--- config.mk ---
export PLATFORM = sky130hd
export DESIGN_NAME = dose_pump_controller_flat
export DESIGN_NICKNAME = d
export VERILOG_FILES = /design/src/sv/dpc_pkg.sv /design/src/sv/dpc_if.sv /design/src/sv/dose_pump_controller.sv /design/src/sv/dpc_front.sv /design/src/sv/dpc_queue.sv /design/src/sv/dpc_back.sv /design/src/flat_wrapper.sv
export SDC_FILE = /design/constraint.sdc
export NUM_CORES = 1
export LEC_CHECK = 0
export ABC_AREA = 0
export BUFFER_PORTS_ARGS = -buffer_cell sky130_fd_sc_hd__buf_2
export CAP_MARGIN = 20
export CORE_MARGIN = 2
export CORE_UTILIZATION = 63
export CTS_CLUSTER_SIZE = 28
export DETAILED_ROUTE_END_ITERATION = 6
export PLACE_DENSITY = 0.82
export SLEW_MARGIN = 5
export SYNTH_ARGS = -nofsm -noshare
export SYNTH_HDL_FRONTEND = slang
export SYNTH_SLANG_ARGS = --single-unit
--- constraint.sdc ---
create_clock -name clk -period 6 [get_ports clk]
set_clock_uncertainty 0.1 [all_clocks]
set_input_delay 0.3 -clock clk [delete_from_list [all_inputs] [get_ports clk]]
set_output_delay 0.3 -clock clk [all_outputs]
set_load 0.005 [all_outputs]
--- src/sv/dpc_pkg.sv ---
// Dose pump controller package: configuration and queue types, event and
// operation codes, reply byte constants and register reset values.
// No dependencies.
package dpc_pkg;

    localparam int CFG_INDEX_W = 3;
    localparam int CFG_DATA_W  = 11;
    localparam int LEVEL_W     = 11;
    localparam int DOSE_W      = 8;
    localparam int PPU_W       = 3;
    localparam int DEB_W       = 3;

    localparam logic [CFG_INDEX_W-1:0] REG_FULL_LEVEL       = 3'd0;
    localparam logic [CFG_INDEX_W-1:0] REG_ALERT_LEVEL      = 3'd1;
    localparam logic [CFG_INDEX_W-1:0] REG_EMPTY_BAND       = 3'd2;
    localparam logic [CFG_INDEX_W-1:0] REG_MID_BAND         = 3'd3;
    localparam logic [CFG_INDEX_W-1:0] REG_MAX_DOSE         = 3'd4;
    localparam logic [CFG_INDEX_W-1:0] REG_PERIODS_PER_UNIT = 3'd5;
    localparam logic [CFG_INDEX_W-1:0] REG_DEBOUNCE_SAMPLES = 3'd6;

    localparam logic [LEVEL_W-1:0] RST_FULL_LEVEL       = 11'd1500;
    localparam logic [LEVEL_W-1:0] RST_ALERT_LEVEL      = 11'd125;
    localparam logic [LEVEL_W-1:0] RST_EMPTY_BAND       = 11'd125;
    localparam logic [LEVEL_W-1:0] RST_MID_BAND         = 11'd625;
    localparam logic [DOSE_W-1:0]  RST_MAX_DOSE         = 8'h7D;
    localparam logic [PPU_W-1:0]   RST_PERIODS_PER_UNIT = 3'd2;
    localparam logic [DEB_W-1:0]   RST_DEBOUNCE_SAMPLES = 3'd5;
    localparam logic [LEVEL_W-1:0] RST_RESERVOIR        = 11'd1500;

    localparam logic [1:0] CMD_BYTE   = 2'd0;
    localparam logic [1:0] CMD_PERIOD = 2'd1;
    localparam logic [1:0] CMD_DUTY   = 2'd2;
    localparam logic [1:0] CMD_SAMPLE = 2'd3;

    localparam logic [2:0] OP_NONE   = 3'd0;
    localparam logic [2:0] OP_DOSE   = 3'd1;
    localparam logic [2:0] OP_STATUS = 3'd2;
    localparam logic [2:0] OP_PERIOD = 3'd3;
    localparam logic [2:0] OP_DUTY   = 3'd4;
    localparam logic [2:0] OP_SAMPLE = 3'd5;

    localparam logic [7:0] RX_STATUS_REQ = 8'hFF;
    localparam logic [7:0] TX_ALERT      = 8'hFF;
    localparam logic [7:0] TX_IDLE_HIGH  = 8'h01;
    localparam logic [7:0] TX_IDLE_MID   = 8'h02;
    localparam logic [7:0] TX_IDLE_LOW   = 8'h03;
    localparam logic [7:0] TX_BUSY_HIGH  = 8'h88;
    localparam logic [7:0] TX_BUSY_MID   = 8'h89;
    localparam logic [7:0] TX_BUSY_LOW   = 8'h8A;

    localparam int QUEUE_DEPTH = 2;
    localparam int QUEUE_PTR_W = 1;
    localparam int QUEUE_CNT_W = 2;

    typedef struct packed {
        logic [LEVEL_W-1:0] full_level;
        logic [LEVEL_W-1:0] alert_level;
        logic [LEVEL_W-1:0] empty_band;
        logic [LEVEL_W-1:0] mid_band;
        logic [DOSE_W-1:0]  max_dose;
        logic [PPU_W-1:0]   periods_per_unit;
        logic [DEB_W-1:0]   debounce_samples;
    } cfg_t;

    typedef struct packed {
        logic [2:0] kind;
        logic [7:0] data;
        logic       pin;
    } op_t;

    typedef struct packed {
        logic full;
        logic empty;
    } queue_status_t;

endpackage

--- src/sv/dpc_if.sv ---
// Channel interfaces of the dose pump controller: event input, result
// output and configuration write. Depends on dpc_pkg.
interface dpc_event_if;
    logic       valid;
    logic       ready;
    logic [1:0] command;
    logic [7:0] rx_byte;
    logic       button_level;

    modport source (output valid, command, rx_byte, button_level, input ready);
    modport sink (input valid, command, rx_byte, button_level, output ready);
endinterface

interface dpc_result_if;
    logic       valid;
    logic       ready;
    logic       tx_valid;
    logic [7:0] tx_byte;
    logic       pump_on;

    modport source (output valid, tx_valid, tx_byte, pump_on, input ready);
    modport sink (input valid, tx_valid, tx_byte, pump_on, output ready);
endinterface

interface dpc_cfg_if;
    import dpc_pkg::*;
    logic                   valid;
    logic                   ready;
    logic [CFG_INDEX_W-1:0] index;
    logic [CFG_DATA_W-1:0]  data;

    modport source (output valid, index, data, input ready);
    modport sink (input valid, index, data, output ready);
endinterface

--- src/sv/dose_pump_controller.sv ---
// Dose pump controller top level: configuration registers, front end,
// operation queue and back end. Depends on dpc_pkg, dpc_if, dpc_front,
// dpc_queue and dpc_back.
//
//   channel  role   payload                              transaction
//   cmd      sink   command, rx_byte, button_level       one event
//   res      source tx_valid, tx_byte, pump_on           one result per event
//   cfg      sink   index, data                          one register write
//
// One event per cycle sustained while res takes its results; each accepted
// event is written to the queue, then its result to the result register.
// Reset: asynchronous, active low; registers load their defaults and the
// queue empties. Stalls on res back up into the two-entry queue; cmd.ready
// drops only when the queue is full. cfg is always ready.
module dose_pump_controller #(
    parameter int PERIOD_WIDTH = 16
) (
    input  logic         clk,
    input  logic         rst_n,
    dpc_event_if.sink    cmd,
    dpc_result_if.source res,
    dpc_cfg_if.sink      cfg
);
    import dpc_pkg::*;

    cfg_t                   cfg_reg;
    cfg_t                   cfg_next;
    op_t                    front_op;
    op_t                    head_op;
    queue_status_t          q_stat;
    logic                   push;
    logic                   pop;
    logic [QUEUE_CNT_W-1:0] q_count;

    assign cfg.ready = 1'b1;

    always_comb
    begin
        cfg_next = cfg_reg;
        if (cfg.valid)
        begin
            case (cfg.index)
                REG_FULL_LEVEL:       cfg_next.full_level       = cfg.data;
                REG_ALERT_LEVEL:      cfg_next.alert_level      = cfg.data;
                REG_EMPTY_BAND:       cfg_next.empty_band       = cfg.data;
                REG_MID_BAND:         cfg_next.mid_band         = cfg.data;
                REG_MAX_DOSE:         cfg_next.max_dose         = cfg.data[DOSE_W-1:0];
                REG_PERIODS_PER_UNIT: cfg_next.periods_per_unit = cfg.data[PPU_W-1:0];
                REG_DEBOUNCE_SAMPLES: cfg_next.debounce_samples = cfg.data[DEB_W-1:0];
                default:              cfg_next = cfg_reg;
            endcase
        end
    end

    always_ff @(posedge clk or negedge rst_n)
    begin
        if (!rst_n)
        begin
            cfg_reg.full_level       <= RST_FULL_LEVEL;
            cfg_reg.alert_level      <= RST_ALERT_LEVEL;
            cfg_reg.empty_band       <= RST_EMPTY_BAND;
            cfg_reg.mid_band         <= RST_MID_BAND;
            cfg_reg.max_dose         <= RST_MAX_DOSE;
            cfg_reg.periods_per_unit <= RST_PERIODS_PER_UNIT;
            cfg_reg.debounce_samples <= RST_DEBOUNCE_SAMPLES;
        end
        else
        begin
            cfg_reg <= cfg_next;
        end
    end

    dpc_front u_front (
        .cmd     (cmd),
        .cfg_val (cfg_reg),
        .q_stat  (q_stat),
        .push    (push),
        .op      (front_op)
    );

    dpc_queue u_queue (
        .clk     (clk),
        .rst_n   (rst_n),
        .push    (push),
        .push_op (front_op),
        .pop     (pop),
        .head_op (head_op),
        .q_stat  (q_stat),
        .count   (q_count)
    );

    dpc_back #(
        .PERIOD_WIDTH (PERIOD_WIDTH)
    ) u_back (
        .clk     (clk),
        .rst_n   (rst_n),
        .cfg_val (cfg_reg),
        .op      (head_op),
        .q_stat  (q_stat),
        .pop     (pop),
        .res     (res)
    );

    a_queue_bound: assert property (@(posedge clk) disable iff (!rst_n)
        q_count <= QUEUE_CNT_W'(QUEUE_DEPTH))
        else $error("queue count beyond depth");

    a_pop_needs_room: assert property (@(posedge clk) disable iff (!rst_n)
        pop |-> (!q_stat.empty && (!res.valid || res.ready)))
        else $error("pop without queued op or result room");

    a_quiet_byte: assert property (@(posedge clk) disable iff (!rst_n)
        (res.valid && !res.tx_valid) |-> (res.tx_byte == 8'd0))
        else $error("tx_byte set without tx_valid");

    a_tx_code: assert property (@(posedge clk) disable iff (!rst_n)
        (res.valid && res.tx_valid) |->
            (res.tx_byte == TX_ALERT || res.tx_byte == TX_IDLE_HIGH ||
             res.tx_byte == TX_IDLE_MID || res.tx_byte == TX_IDLE_LOW ||
             res.tx_byte == TX_BUSY_HIGH || res.tx_byte == TX_BUSY_MID ||
             res.tx_byte == TX_BUSY_LOW))
        else $error("unknown reply byte");

endmodule

--- src/sv/dpc_front.sv ---
// Front end: accepts event transactions and classifies each into an
// operation for the queue. Depends on dpc_pkg and dpc_if.
module dpc_front (
    dpc_event_if.sink            cmd,
    input  dpc_pkg::cfg_t        cfg_val,
    input  dpc_pkg::queue_status_t q_stat,
    output logic                 push,
    output dpc_pkg::op_t         op
);
    import dpc_pkg::*;

    logic is_dose;

    assign cmd.ready = !q_stat.full;
    assign push      = cmd.valid && !q_stat.full;

    assign is_dose = (cmd.rx_byte != 8'd0) && (cmd.rx_byte <= cfg_val.max_dose);

    always_comb
    begin
        op.data = cmd.rx_byte;
        op.pin  = cmd.button_level;
        case (cmd.command)
            CMD_BYTE:
            begin
                if (is_dose)
                    op.kind = OP_DOSE;
                else if (cmd.rx_byte == RX_STATUS_REQ)
                    op.kind = OP_STATUS;
                else
                    op.kind = OP_NONE;
            end
            CMD_PERIOD: op.kind = OP_PERIOD;
            CMD_DUTY:   op.kind = OP_DUTY;
            CMD_SAMPLE: op.kind = OP_SAMPLE;
            default:    op.kind = OP_NONE;
        endcase
    end

endmodule

--- src/sv/dpc_queue.sv ---
// Short FIFO of classified operations between front and back end.
// Depends on dpc_pkg.
module dpc_queue (
    input  logic                   clk,
    input  logic                   rst_n,
    input  logic                   push,
    input  dpc_pkg::op_t           push_op,
    input  logic                   pop,
    output dpc_pkg::op_t           head_op,
    output dpc_pkg::queue_status_t q_stat,
    output logic [dpc_pkg::QUEUE_CNT_W-1:0] count
);
    import dpc_pkg::*;

    op_t                    entries_reg [QUEUE_DEPTH];
    logic [QUEUE_PTR_W-1:0] wr_ptr_reg;
    logic [QUEUE_PTR_W-1:0] rd_ptr_reg;
    logic [QUEUE_CNT_W-1:0] count_reg;
    logic [QUEUE_PTR_W-1:0] wr_ptr_next;
    logic [QUEUE_PTR_W-1:0] rd_ptr_next;
    logic [QUEUE_CNT_W-1:0] count_next;
    logic                   do_push;
    logic                   do_pop;

    assign q_stat.full  = (count_reg == QUEUE_CNT_W'(QUEUE_DEPTH));
    assign q_stat.empty = (count_reg == '0);
    assign head_op      = entries_reg[rd_ptr_reg];
    assign count        = count_reg;

    assign do_push = push && !q_stat.full;
    assign do_pop  = pop && !q_stat.empty;

    always_comb
    begin
        wr_ptr_next = wr_ptr_reg;
        rd_ptr_next = rd_ptr_reg;
        count_next  = count_reg;
        if (do_push)
            wr_ptr_next = (wr_ptr_reg == QUEUE_PTR_W'(QUEUE_DEPTH - 1)) ? '0
                          : wr_ptr_reg + 1'b1;
        if (do_pop)
            rd_ptr_next = (rd_ptr_reg == QUEUE_PTR_W'(QUEUE_DEPTH - 1)) ? '0
                          : rd_ptr_reg + 1'b1;
        if (do_push && !do_pop)
            count_next = count_reg + 1'b1;
        else if (do_pop && !do_push)
            count_next = count_reg - 1'b1;
    end

    always_ff @(posedge clk or negedge rst_n)
    begin
        if (!rst_n)
        begin
            wr_ptr_reg <= '0;
            rd_ptr_reg <= '0;
            count_reg  <= '0;
        end
        else
        begin
            wr_ptr_reg <= wr_ptr_next;
            rd_ptr_reg <= rd_ptr_next;
            count_reg  <= count_next;
        end
    end

    always_ff @(posedge clk)
    begin
        if (do_push)
            entries_reg[wr_ptr_reg] <= push_op;
    end

endmodule

--- src/sv/dpc_back.sv ---
// Back end: executes queued operations against reservoir, period count,
// pump drive and debounce state; holds the result register.
// Depends on dpc_pkg and dpc_if.
module dpc_back #(
    parameter int PERIOD_WIDTH = 16
) (
    input  logic                   clk,
    input  logic                   rst_n,
    input  dpc_pkg::cfg_t          cfg_val,
    input  dpc_pkg::op_t           op,
    input  dpc_pkg::queue_status_t q_stat,
    output logic                   pop,
    dpc_result_if.source           res
);
    import dpc_pkg::*;

    localparam int PROD_W = LEVEL_W + PPU_W;
    localparam int SUM_W  = PERIOD_WIDTH + 1;

    logic [LEVEL_W-1:0]      reservoir_reg,    reservoir_next;
    logic [PERIOD_WIDTH-1:0] periods_left_reg, periods_left_next;
    logic                    pump_drive_reg,   pump_drive_next;
    logic                    button_state_reg, button_state_next;
    logic [DEB_W-1:0]        differ_count_reg, differ_count_next;
    logic                    res_valid_reg,    res_valid_next;
    logic                    tx_valid_reg,     tx_valid_next;
    logic [7:0]              tx_byte_reg,      tx_byte_next;
    logic                    pump_on_reg,      pump_on_next;

    logic                    load;
    logic [LEVEL_W-1:0]      rx_ext;
    logic [LEVEL_W-1:0]      dose;
    logic [PROD_W-1:0]       product;
    logic [SUM_W-1:0]        sum;
    logic [7:0]              status;
    logic [DEB_W-1:0]        need;
    logic [DEB_W-1:0]        diff_new;

    assign load = !q_stat.empty && (!res_valid_reg || res.ready);
    assign pop  = load;

    assign rx_ext  = LEVEL_W'(op.data);
    assign dose    = (rx_ext <= reservoir_reg) ? rx_ext : reservoir_reg;
    assign product = PROD_W'(dose) * PROD_W'(cfg_val.periods_per_unit);
    assign sum     = SUM_W'(periods_left_reg) + SUM_W'(product);

    always_comb
    begin
        if (periods_left_reg != '0)
        begin
            if (reservoir_reg < cfg_val.empty_band)
                status = TX_BUSY_LOW;
            else if (reservoir_reg < cfg_val.mid_band)
                status = TX_BUSY_MID;
            else
                status = TX_BUSY_HIGH;
        end
        else
        begin
            if (reservoir_reg < cfg_val.empty_band)
                status = TX_IDLE_LOW;
            else if (reservoir_reg < cfg_val.mid_band)
                status = TX_IDLE_MID;
            else
                status = TX_IDLE_HIGH;
        end
    end

    assign need = (cfg_val.debounce_samples == '0) ? DEB_W'(1)
                  : cfg_val.debounce_samples;

    always_comb
    begin
        if (op.pin != button_state_reg)
            diff_new = (differ_count_reg == '1) ? '1 : differ_count_reg + 1'b1;
        else
            diff_new = '0;
    end

    always_comb
    begin
        reservoir_next    = reservoir_reg;
        periods_left_next = periods_left_reg;
        pump_drive_next   = pump_drive_reg;
        button_state_next = button_state_reg;
        differ_count_next = differ_count_reg;
        res_valid_next    = res_valid_reg && !res.ready;
        tx_valid_next     = tx_valid_reg;
        tx_byte_next      = tx_byte_reg;
        pump_on_next      = pump_on_reg;
        if (load)
        begin
            res_valid_next = 1'b1;
            tx_valid_next  = 1'b0;
            tx_byte_next   = 8'd0;
            case (op.kind)
                OP_DOSE:
                begin
                    if (reservoir_reg <= cfg_val.alert_level)
                    begin
                        tx_valid_next = 1'b1;
                        tx_byte_next  = TX_ALERT;
                    end
                    reservoir_next    = reservoir_reg - dose;
                    periods_left_next = sum[SUM_W-1] ? '1 : sum[PERIOD_WIDTH-1:0];
                end
                OP_STATUS:
                begin
                    tx_valid_next = 1'b1;
                    tx_byte_next  = status;
                end
                OP_PERIOD:
                begin
                    if (periods_left_reg != '0)
                    begin
                        pump_drive_next   = 1'b1;
                        periods_left_next = periods_left_reg - 1'b1;
                    end
                end
                OP_DUTY:
                    pump_drive_next = 1'b0;
                OP_SAMPLE:
                begin
                    differ_count_next = diff_new;
                    if (diff_new >= need)
                    begin
                        differ_count_next = '0;
                        button_state_next = !button_state_reg;
                        if (button_state_reg)
                            reservoir_next = cfg_val.full_level;
                    end
                end
                default:
                    ;
            endcase
            pump_on_next = pump_drive_next;
        end
    end

    always_ff @(posedge clk or negedge rst_n)
    begin
        if (!rst_n)
        begin
            reservoir_reg    <= RST_RESERVOIR;
            periods_left_reg <= '0;
            pump_drive_reg   <= 1'b0;
            button_state_reg <= 1'b1;
            differ_count_reg <= '0;
            res_valid_reg    <= 1'b0;
        end
        else
        begin
            reservoir_reg    <= reservoir_next;
            periods_left_reg <= periods_left_next;
            pump_drive_reg   <= pump_drive_next;
            button_state_reg <= button_state_next;
            differ_count_reg <= differ_count_next;
            res_valid_reg    <= res_valid_next;
        end
    end

    always_ff @(posedge clk)
    begin
        tx_valid_reg <= tx_valid_next;
        tx_byte_reg  <= tx_byte_next;
        pump_on_reg  <= pump_on_next;
    end

    assign res.valid    = res_valid_reg;
    assign res.tx_valid = tx_valid_reg;
    assign res.tx_byte  = tx_byte_reg;
    assign res.pump_on  = pump_on_reg;

endmodule

--- src/flat_wrapper.sv ---
// flat-port wrapper written by rule: the top's interface ports become plain ports
module dose_pump_controller_flat import dpc_pkg::*;
#(
    parameter int PERIOD_WIDTH = 16
)
  (clk, rst_n, cmd_valid, cmd_command, cmd_rx_byte, cmd_button_level, cmd_ready, res_valid, res_tx_valid, res_tx_byte, res_pump_on, res_ready, cfg_valid, cfg_index, cfg_data, cfg_ready);
  dpc_event_if cmd_i ();
  dpc_result_if res_i ();
  dpc_cfg_if cfg_i ();
  input  logic clk;
  input  logic rst_n;
  input wire logic [$bits(cmd_i.valid)-1:0] cmd_valid;
  input wire logic [$bits(cmd_i.command)-1:0] cmd_command;
  input wire logic [$bits(cmd_i.rx_byte)-1:0] cmd_rx_byte;
  input wire logic [$bits(cmd_i.button_level)-1:0] cmd_button_level;
  output wire logic [$bits(cmd_i.ready)-1:0] cmd_ready;
  output wire logic [$bits(res_i.valid)-1:0] res_valid;
  output wire logic [$bits(res_i.tx_valid)-1:0] res_tx_valid;
  output wire logic [$bits(res_i.tx_byte)-1:0] res_tx_byte;
  output wire logic [$bits(res_i.pump_on)-1:0] res_pump_on;
  input wire logic [$bits(res_i.ready)-1:0] res_ready;
  input wire logic [$bits(cfg_i.valid)-1:0] cfg_valid;
  input wire logic [$bits(cfg_i.index)-1:0] cfg_index;
  input wire logic [$bits(cfg_i.data)-1:0] cfg_data;
  output wire logic [$bits(cfg_i.ready)-1:0] cfg_ready;
  assign cmd_i.valid = cmd_valid;
  assign cmd_i.command = cmd_command;
  assign cmd_i.rx_byte = cmd_rx_byte;
  assign cmd_i.button_level = cmd_button_level;
  assign cmd_ready = cmd_i.ready;
  assign res_valid = res_i.valid;
  assign res_tx_valid = res_i.tx_valid;
  assign res_tx_byte = res_i.tx_byte;
  assign res_pump_on = res_i.pump_on;
  assign res_i.ready = res_ready;
  assign cfg_i.valid = cfg_valid;
  assign cfg_i.index = cfg_index;
  assign cfg_i.data = cfg_data;
  assign cfg_ready = cfg_i.ready;
  dose_pump_controller #(.PERIOD_WIDTH(PERIOD_WIDTH)) u_core (.clk(clk), .rst_n(rst_n), .cmd(cmd_i), .res(res_i), .cfg(cfg_i));
endmodule
* After elaboration in Yosys (flattened, before gate mapping)
Memories as Yosys holds them, arrays and structs flattened. Cells that the tools add are included.
Storage, ports and cells: word-level logic and storage cells 124, input bits 30, output and inout port bits 13, memories kept 1, register bits 105, RAM bits 24
Cells by class: reductions and logical operators 36, equality and inequality tests 21, multiply operators 1, $lt $le $gt $ge 6, add/subtract/negate cells 8, muxes and demuxes 32
Memory list:
- u_core.u_queue.entries_reg | depth 2, bits a word 12, read ports 1, clocked after memory_dff 0, wr ports 1, RTL line dpc_queue.sv:15 | op_t entries_reg [QUEUE_DEPTH];
Operators with widths (count):
- $mux 11 | 3
- $mux 16 | 2
- $pmux 16 s2 | 1
- $lt 11x11->1 | 2
- $pmux 11 s2 | 1
- $eq 3x3->1 const B | 6
- $add 16x14->17 | 1
- $mux 8 | 2
- $pmux 8 s2 | 1
- $reduce_and 2->1 | 8
- $reduce_bool 16->1 | 1
- $sub 16x1->16 const B | 1
- $mul 11x3->14 | 1
- $mux 2 | 7
- $eq 3x2->1 const B | 4
- $mux 3 | 4
- $pmux 3 s4 | 1
- $le 11x11->1 | 1
- $le 8x11->1 | 1
- $sub 11x11->11 | 1
- $eq 8x8->1 const B | 1
- $le 8x8->1 | 1
- $logic_and 1x1->1 | 8
- $mux 1 | 8
- 19 further kinds | 37

* Depth between registers and ports, before layout
word-level depth 8, gate-level depth with buffers 25, depth with buffers taken out 21

* Modules after synthesis
A second synthesis with hierarchy kept.
Second synthesis, totals: cells, all modules 923, area total of the unflattened synthesis 9190.1 um2
Modules (own cells, without submodules):
- dpc_back | seq. area each 1016.0 um2, instances 1, cells an instance 685, area an instance 5440.2 um2
- dose_pump_controller | seq. area each 1492.7 um2, instances 1, cells an instance 130, area an instance 2273.4 um2
- dpc_queue | seq. area each 820.8 um2, instances 1, cells an instance 56, area an instance 1099.8 um2
- dpc_front | seq. area each 0.0 um2, instances 1, cells an instance 52, area an instance 376.6 um2

* Worst setup path after synthesis
No wires, ideal clock.
path type reg-to-reg, start register u_core.u_queue.rd_ptr_reg, end register u_core.u_back.periods_left_reg[12], setup slack 0.481 ns, path buffers 4, clock period less this slack 5.519 ns, data required time 5.761 ns, arrival time 5.281 ns, library setup time 0.139 ns, stages on the path, launching flop included 25, cells stage by stage dfrtp_1 buf_2 buf_2 mux2_2 ha_1 nand4_1 nor2_1 or3_1 a31oi_2 buf_4 a21oi_1 and2_1 fa_1 inv_1 fa_1 inv_1 ha_1 a21oi_1 o22ai_1 a211o_1 o21ai_1 o21ai_1 nor2_1 buf_6 a221oi_2
Between the ends: cells in the longest elaborated chain, start to end 7, elaborated cells between the ends (all ways) 12, classes of those cells add/sub: 1; mul: 1; order compare: 1; eq/ne: 3; mux: 3; reduce/logical: 2; memory: 1
Ends and longest elaborated chain:
- from (decl) | RTL line dpc_queue.sv:17 | logic [QUEUE_PTR_W-1:0] rd_ptr_reg;
- from (signal assigned) | RTL line dpc_queue.sv:61 | rd_ptr_reg <= rd_ptr_next;
- $mem_v2 2x12 (*)
- $le 8x11->1 | RTL line dpc_back.sv:43 | assign dose = (rx_ext <= reservoir_reg) ? rx_ext : reservoir_reg;
- $mux 11 | RTL line dpc_back.sv:43
- $mul 11x3->14 | RTL line dpc_back.sv:44 | assign product = PROD_W'(dose) * PROD_W'(cfg_val.periods_per_unit);
- $add 16x14->17 | RTL line dpc_back.sv:45 | assign sum = SUM_W'(periods_left_reg) + SUM_W'(product);
- $mux 16 | RTL line dpc_back.sv:105 | periods_left_next = sum[SUM_W-1] ? '1 : sum[PERIOD_WIDTH-1:0];
- $pmux 16 s2 | RTL line dpc_back.sv:96 | case (op.kind)
- to (signal assigned) | RTL line dpc_back.sv:154 | periods_left_reg <= periods_left_next;
- to (decl) | RTL line dpc_back.sv:21 | logic [PERIOD_WIDTH-1:0] periods_left_reg, periods_left_next;
Every way passes the cells marked *; elsewhere a longest branch is shown, timed or not. A chain may end at the register's enable or synchronous reset.

* Final worst setup path
start register u_core.u_queue.rd_ptr_reg, end register u_core.u_back.periods_left_reg[13]
The elaborated chain is that of the path after synthesis.

==> out/qor.json <==
{
  "outcome": {
    "result_of_the_run": "complete, no violations"
  },
  "clock_network": {
    "post-cts-setup-buffer-count": 0,
    "cts-buffers-inserted": 17,
    "insertion_delay_ns": 0.43,
    "cts.sinks": 125,
    "clock_tree.root_cell": "sky130_fd_sc_hd__clkbuf_16",
    "cts.htree.levels": 4,
    "ctsLongestPathBuffers": 2,
    "cts_tree": "done",
    "worst_setup_hold_path_clk_slew_ns": 0.06
  },
  "run": {
    "maxCapViolations": 0
  },
  "power_and_ir_drop": {
    "power_report.internal_total_mw": 3.34,
    "swShare_pct": 45.4,
    "power.clock.fraction_pct": 17.1,
    "pwr-share-seq_pct": 24.0,
    "p_sw_mw": 2.78,
    "comb_power_share_pct": 58.9,
    "power.density_cell_area_nw_per_um2": 630,
    "power_mw": 6.13,
    "vdd_drop_max_mv": 0.374,
    "power.static_leakage_nw": 4.43
  },
  "die": {
    "initial_core_util_pct": 64.5,
    "die-width_um": 121,
    "height_of_the_chip_um": 121,
    "core_region_area_sq_um": 13300,
    "fp.dieArea_sq_um": 14600,
    "count_of_boundary_i_o_pins": 43,
    "core.rowCount": 42
  },
  "layout": {
    "final_layout_size_suffix_gt1_share_pct": 20.2,
    "syn2layout_area_growth_pct": 13.3,
    "max_ffs_per_register": 58,
    "final_nets": 1078,
    "finish.utilization_pct": 73.1,
    "antenna_cells_inserted": 0
  },
  "route": {
    "remaining_drc_errors": 0,
    "initialDrtViolationCount": 520,
    "final_wirelength_mm": 20.5,
    "final_antenna_net_count": 0,
    "routed_wire_length_per_instance_um": 18.1,
    "post_drt_via_cell_ratio": 6.03,
    "route.vias.total": 6857,
    "first_pass_iters": 5
  },
  "synthesis": {
    "syn_area_sq_um": 8580,
    "synth.ff_latch_count": 125,
    "synth.yosys.warnings": 0,
    "post-synth-top-area-cell": "sky130_fd_sc_hd__dfrtp_1",
    "post_synth_inst_count": 888,
    "ys_top_cells_by_area": "sky130_fd_sc_hd__dfrtp_1 (16%), sky130_fd_sc_hd__dfstp_2 (13%), sky130_fd_sc_hd__ha_1 (11%), sky130_fd_sc_hd__edfxtp_1 (10%), sky130_fd_sc_hd__inv_1 (5.5%)",
    "avgSynthCellArea_sq_um": 9.66,
    "yosysSeqAreaShare_pct": 38.8,
    "top_reg_cell_synth": "sky130_fd_sc_hd__dfrtp_1",
    "async_reset_ff_share_pct": 76.0,
    "synth.top_cell.area_share_pct": 15.7,
    "synthDistinctLibCells": 68,
    "yosysMostFrequentCell": "sky130_fd_sc_hd__inv_1",
    "synth_enable_flop_cells": 30,
    "most_frequent_cells_after_synthesis": "sky130_fd_sc_hd__inv_1 (125), sky130_fd_sc_hd__ha_1 (78), sky130_fd_sc_hd__nand2_1 (75), sky130_fd_sc_hd__o21ai_0 (65), sky130_fd_sc_hd__a21oi_1 (61)"
  },
  "critical_path": {
    "crit_path_cell_trace": "mux2_2 > ha_1 > nand4_1 > nor2_1 > or3_1 > a31oi_4 > buf_4 > mux2i_1 > nand2_1 > fa_1 > fa_1 > inv_1 > fa_1 > a211oi_2 > o21a_1 > o21ai_0 > nor2_1 > nor4_1 > a311oi_1 > a2bb2oi_1",
    "timing.setup.critical_path_class": "flop to flop",
    "library_cell_contributing_the_largest_single_delay_on_the_critical_path": "sky130_fd_sc_hd__fa_1",
    "crit_fanout": 10,
    "critical_path.max_stage_delay_ns": 0.52,
    "critical_path.startpoint_type": "flop",
    "cp.required_ns": 6.19,
    "worstSetupEndpointType": "flop",
    "worst_path_most_repeated_cell": "sky130_fd_sc_hd__fa_1",
    "worstPathArrival_ns": 5.96
  },
  "global_routing": {
    "global_route_met1_utilization_pct": 35.9,
    "grt_util_all_layers_pct": 29.8,
    "first_global_vias": 6867,
    "met3_usage_pct": 5.71,
    "grt_max_degree": 74,
    "grt_pass1_wl_mm": 33.4,
    "congestion_overflow_gr": 0,
    "met2_track_usage_gr_pct": 50.1,
    "grt-busiest-layer": "met2",
    "antenna_found_initial": 0
  },
  "place": {
    "gp_routability_congestion": 1.01,
    "hpwl_mm": 14.7,
    "buffer_ports.inserted": 41,
    "dp_slack_ns": 0.107
  },
  "timing": {
    "max_clock_freq_mhz": 173,
    "final_critical_path_setup_slack_ns": 0.230,
    "maxSlewHeadroom_pct": 32.1,
    "timing_worst_slew_pin_value_ns": 1.02,
    "maxSlewViolCount": 0,
    "finalWorstPathRequiredPeriod_ns": 5.77,
    "report.final.setup_viol": 0,
    "timing_hold_violations_final": 0,
    "final_min_period_over_clock_period_pct": 96.2
  },
  "hold_path": {
    "hold_path_class": "primary input to flop"
  }
}
## worst max-delay path, delay by kind of cell (launching register included)
family          cells  cell delay (ns)
compound gates      6             1.37
fa+ha+maj           4             1.83
buf+inv             2             0.29
flops               1             0.47
mux                 2             0.63
simple gates        6             0.94
## repair_timing
| action | CTS | global route |
|---|---|---|
| hold buffers | 4 | 0 |
| setup endpoints to repair | 0 | 15 |
| gates resized for setup | 0 | 10 |
| hold endpoints to repair | 27 | 0 |
## per-layer routing
layer | vias to the layer above | wire length, um | share of wire, %
li1 | 3203 | - | -
met3 | 70 | 1000 | 4.9
met1 | 3338 | 8440 | 41
met5 | - | 0 | 0
met2 | 246 | 10100 | 49
met4 | 0 | 992 | 4.8
## cell usage in the layout, fill, tap and decap left out, drive strengths merged, types with 6 or more instances in the layout
| cell | count |
|---|---|
| a21o | 13 |
| a21oi | 61 |
| a221oi | 6 |
| a31oi | 7 |
| and2 | 23 |
| buf | 54 |
| clkbuf | 20 |
| conb | 10 |
| dfrtp | 54 |
| dfstp | 41 |
| edfxtp | 30 |
| fa | 22 |
| ha | 78 |
| inv | 127 |
| mux2 | 39 |
| nand2 | 75 |
| nand2b | 9 |
| nand3 | 11 |
| nand4 | 16 |
| nor2 | 44 |
| nor2b | 11 |
| nor3 | 15 |
| o21a | 8 |
| o21ai | 68 |
| o22ai | 6 |
| xnor2 | 17 |
| xor2 | 6 |
## logic make-up (layout without fill, tap and decap cells)
kind of cell    after synthesis  count (layout)  share of synthesized area, %
flops                       125             125                          38.8
simple gates                233             233                          14.1
other cells                   2              10                        0.0875
buf+inv                     150             215                          6.98
mux                          44              44                          5.70
xor+xnor                     23              23                          2.35
fa+ha+maj                   100             100                          16.5
compound gates              211             211                          15.4
## per-stage QoR
stage	hold slack [ns]	cell area (sq um)	std cells	setup TNS (ns)
after global placement	0.118	8990	1098	0
after floorplan	-0.0956	8610	896	0
after detailed placement	0.122	9000	1099	0
final	0.0162	9720	1137	0
after CTS	0.00525	9660	1135	0
after global routing	0.0180	9720	1137	-0.0327
## power by group through the flow
stage | Clock (mW) | Sequential (mW) | Combinational [mW]
floorplan | 0 | 1.39 | 2.64
global placement | 0 | 1.47 | 3.29
detailed placement | 0 | 1.48 | 3.39
CTS | 1.06 | 1.47 | 3.47
global route | 1.09 | 1.50 | 4.04
finish | 1.05 | 1.47 | 3.61
## final cells by class
class                   count  area (sq um)
clock buffers              20           478
clock inverters            12           133
fillers                   935          3570
inverters                 125           469
multi-input cells         621          4740
flip-flops and latches    125          3330
well taps                 176           220
repair buffers             58           353
## path summary, 6_finish.rpt
check / from / endpoint / slack (ns) / cells past startpoint
max in group asynchronous: rst_n / u_core.cfg_reg[24]$_DFFE_PN0P_ / 4.34 / 3
max: u_core.u_queue.rd_ptr_reg$_DFFE_PN0P_ / u_core.u_back.periods_left_reg[13]$_DFFE_PN0P_ / 0.23 / 20
max reg2reg: u_core.u_queue.rd_ptr_reg$_DFFE_PN0P_ / u_core.u_back.periods_left_reg[13]$_DFFE_PN0P_ / 0.23 / 20
min reg2reg: u_core.cfg_reg[51]$_DFFE_PN1P_ / u_core.u_back.reservoir_reg[4]$_DFFE_PN1P_ / 0.38 / 2
min: cmd_rx_byte[4] / u_core.u_queue.entries_reg[1][5]$_DFFE_PP_ / 0.02 / 1
min in group asynchronous: rst_n / u_core.u_back.periods_left_reg[13]$_DFFE_PN0P_ / 0.23 / 2
Power figures use the tool's default switching activity.
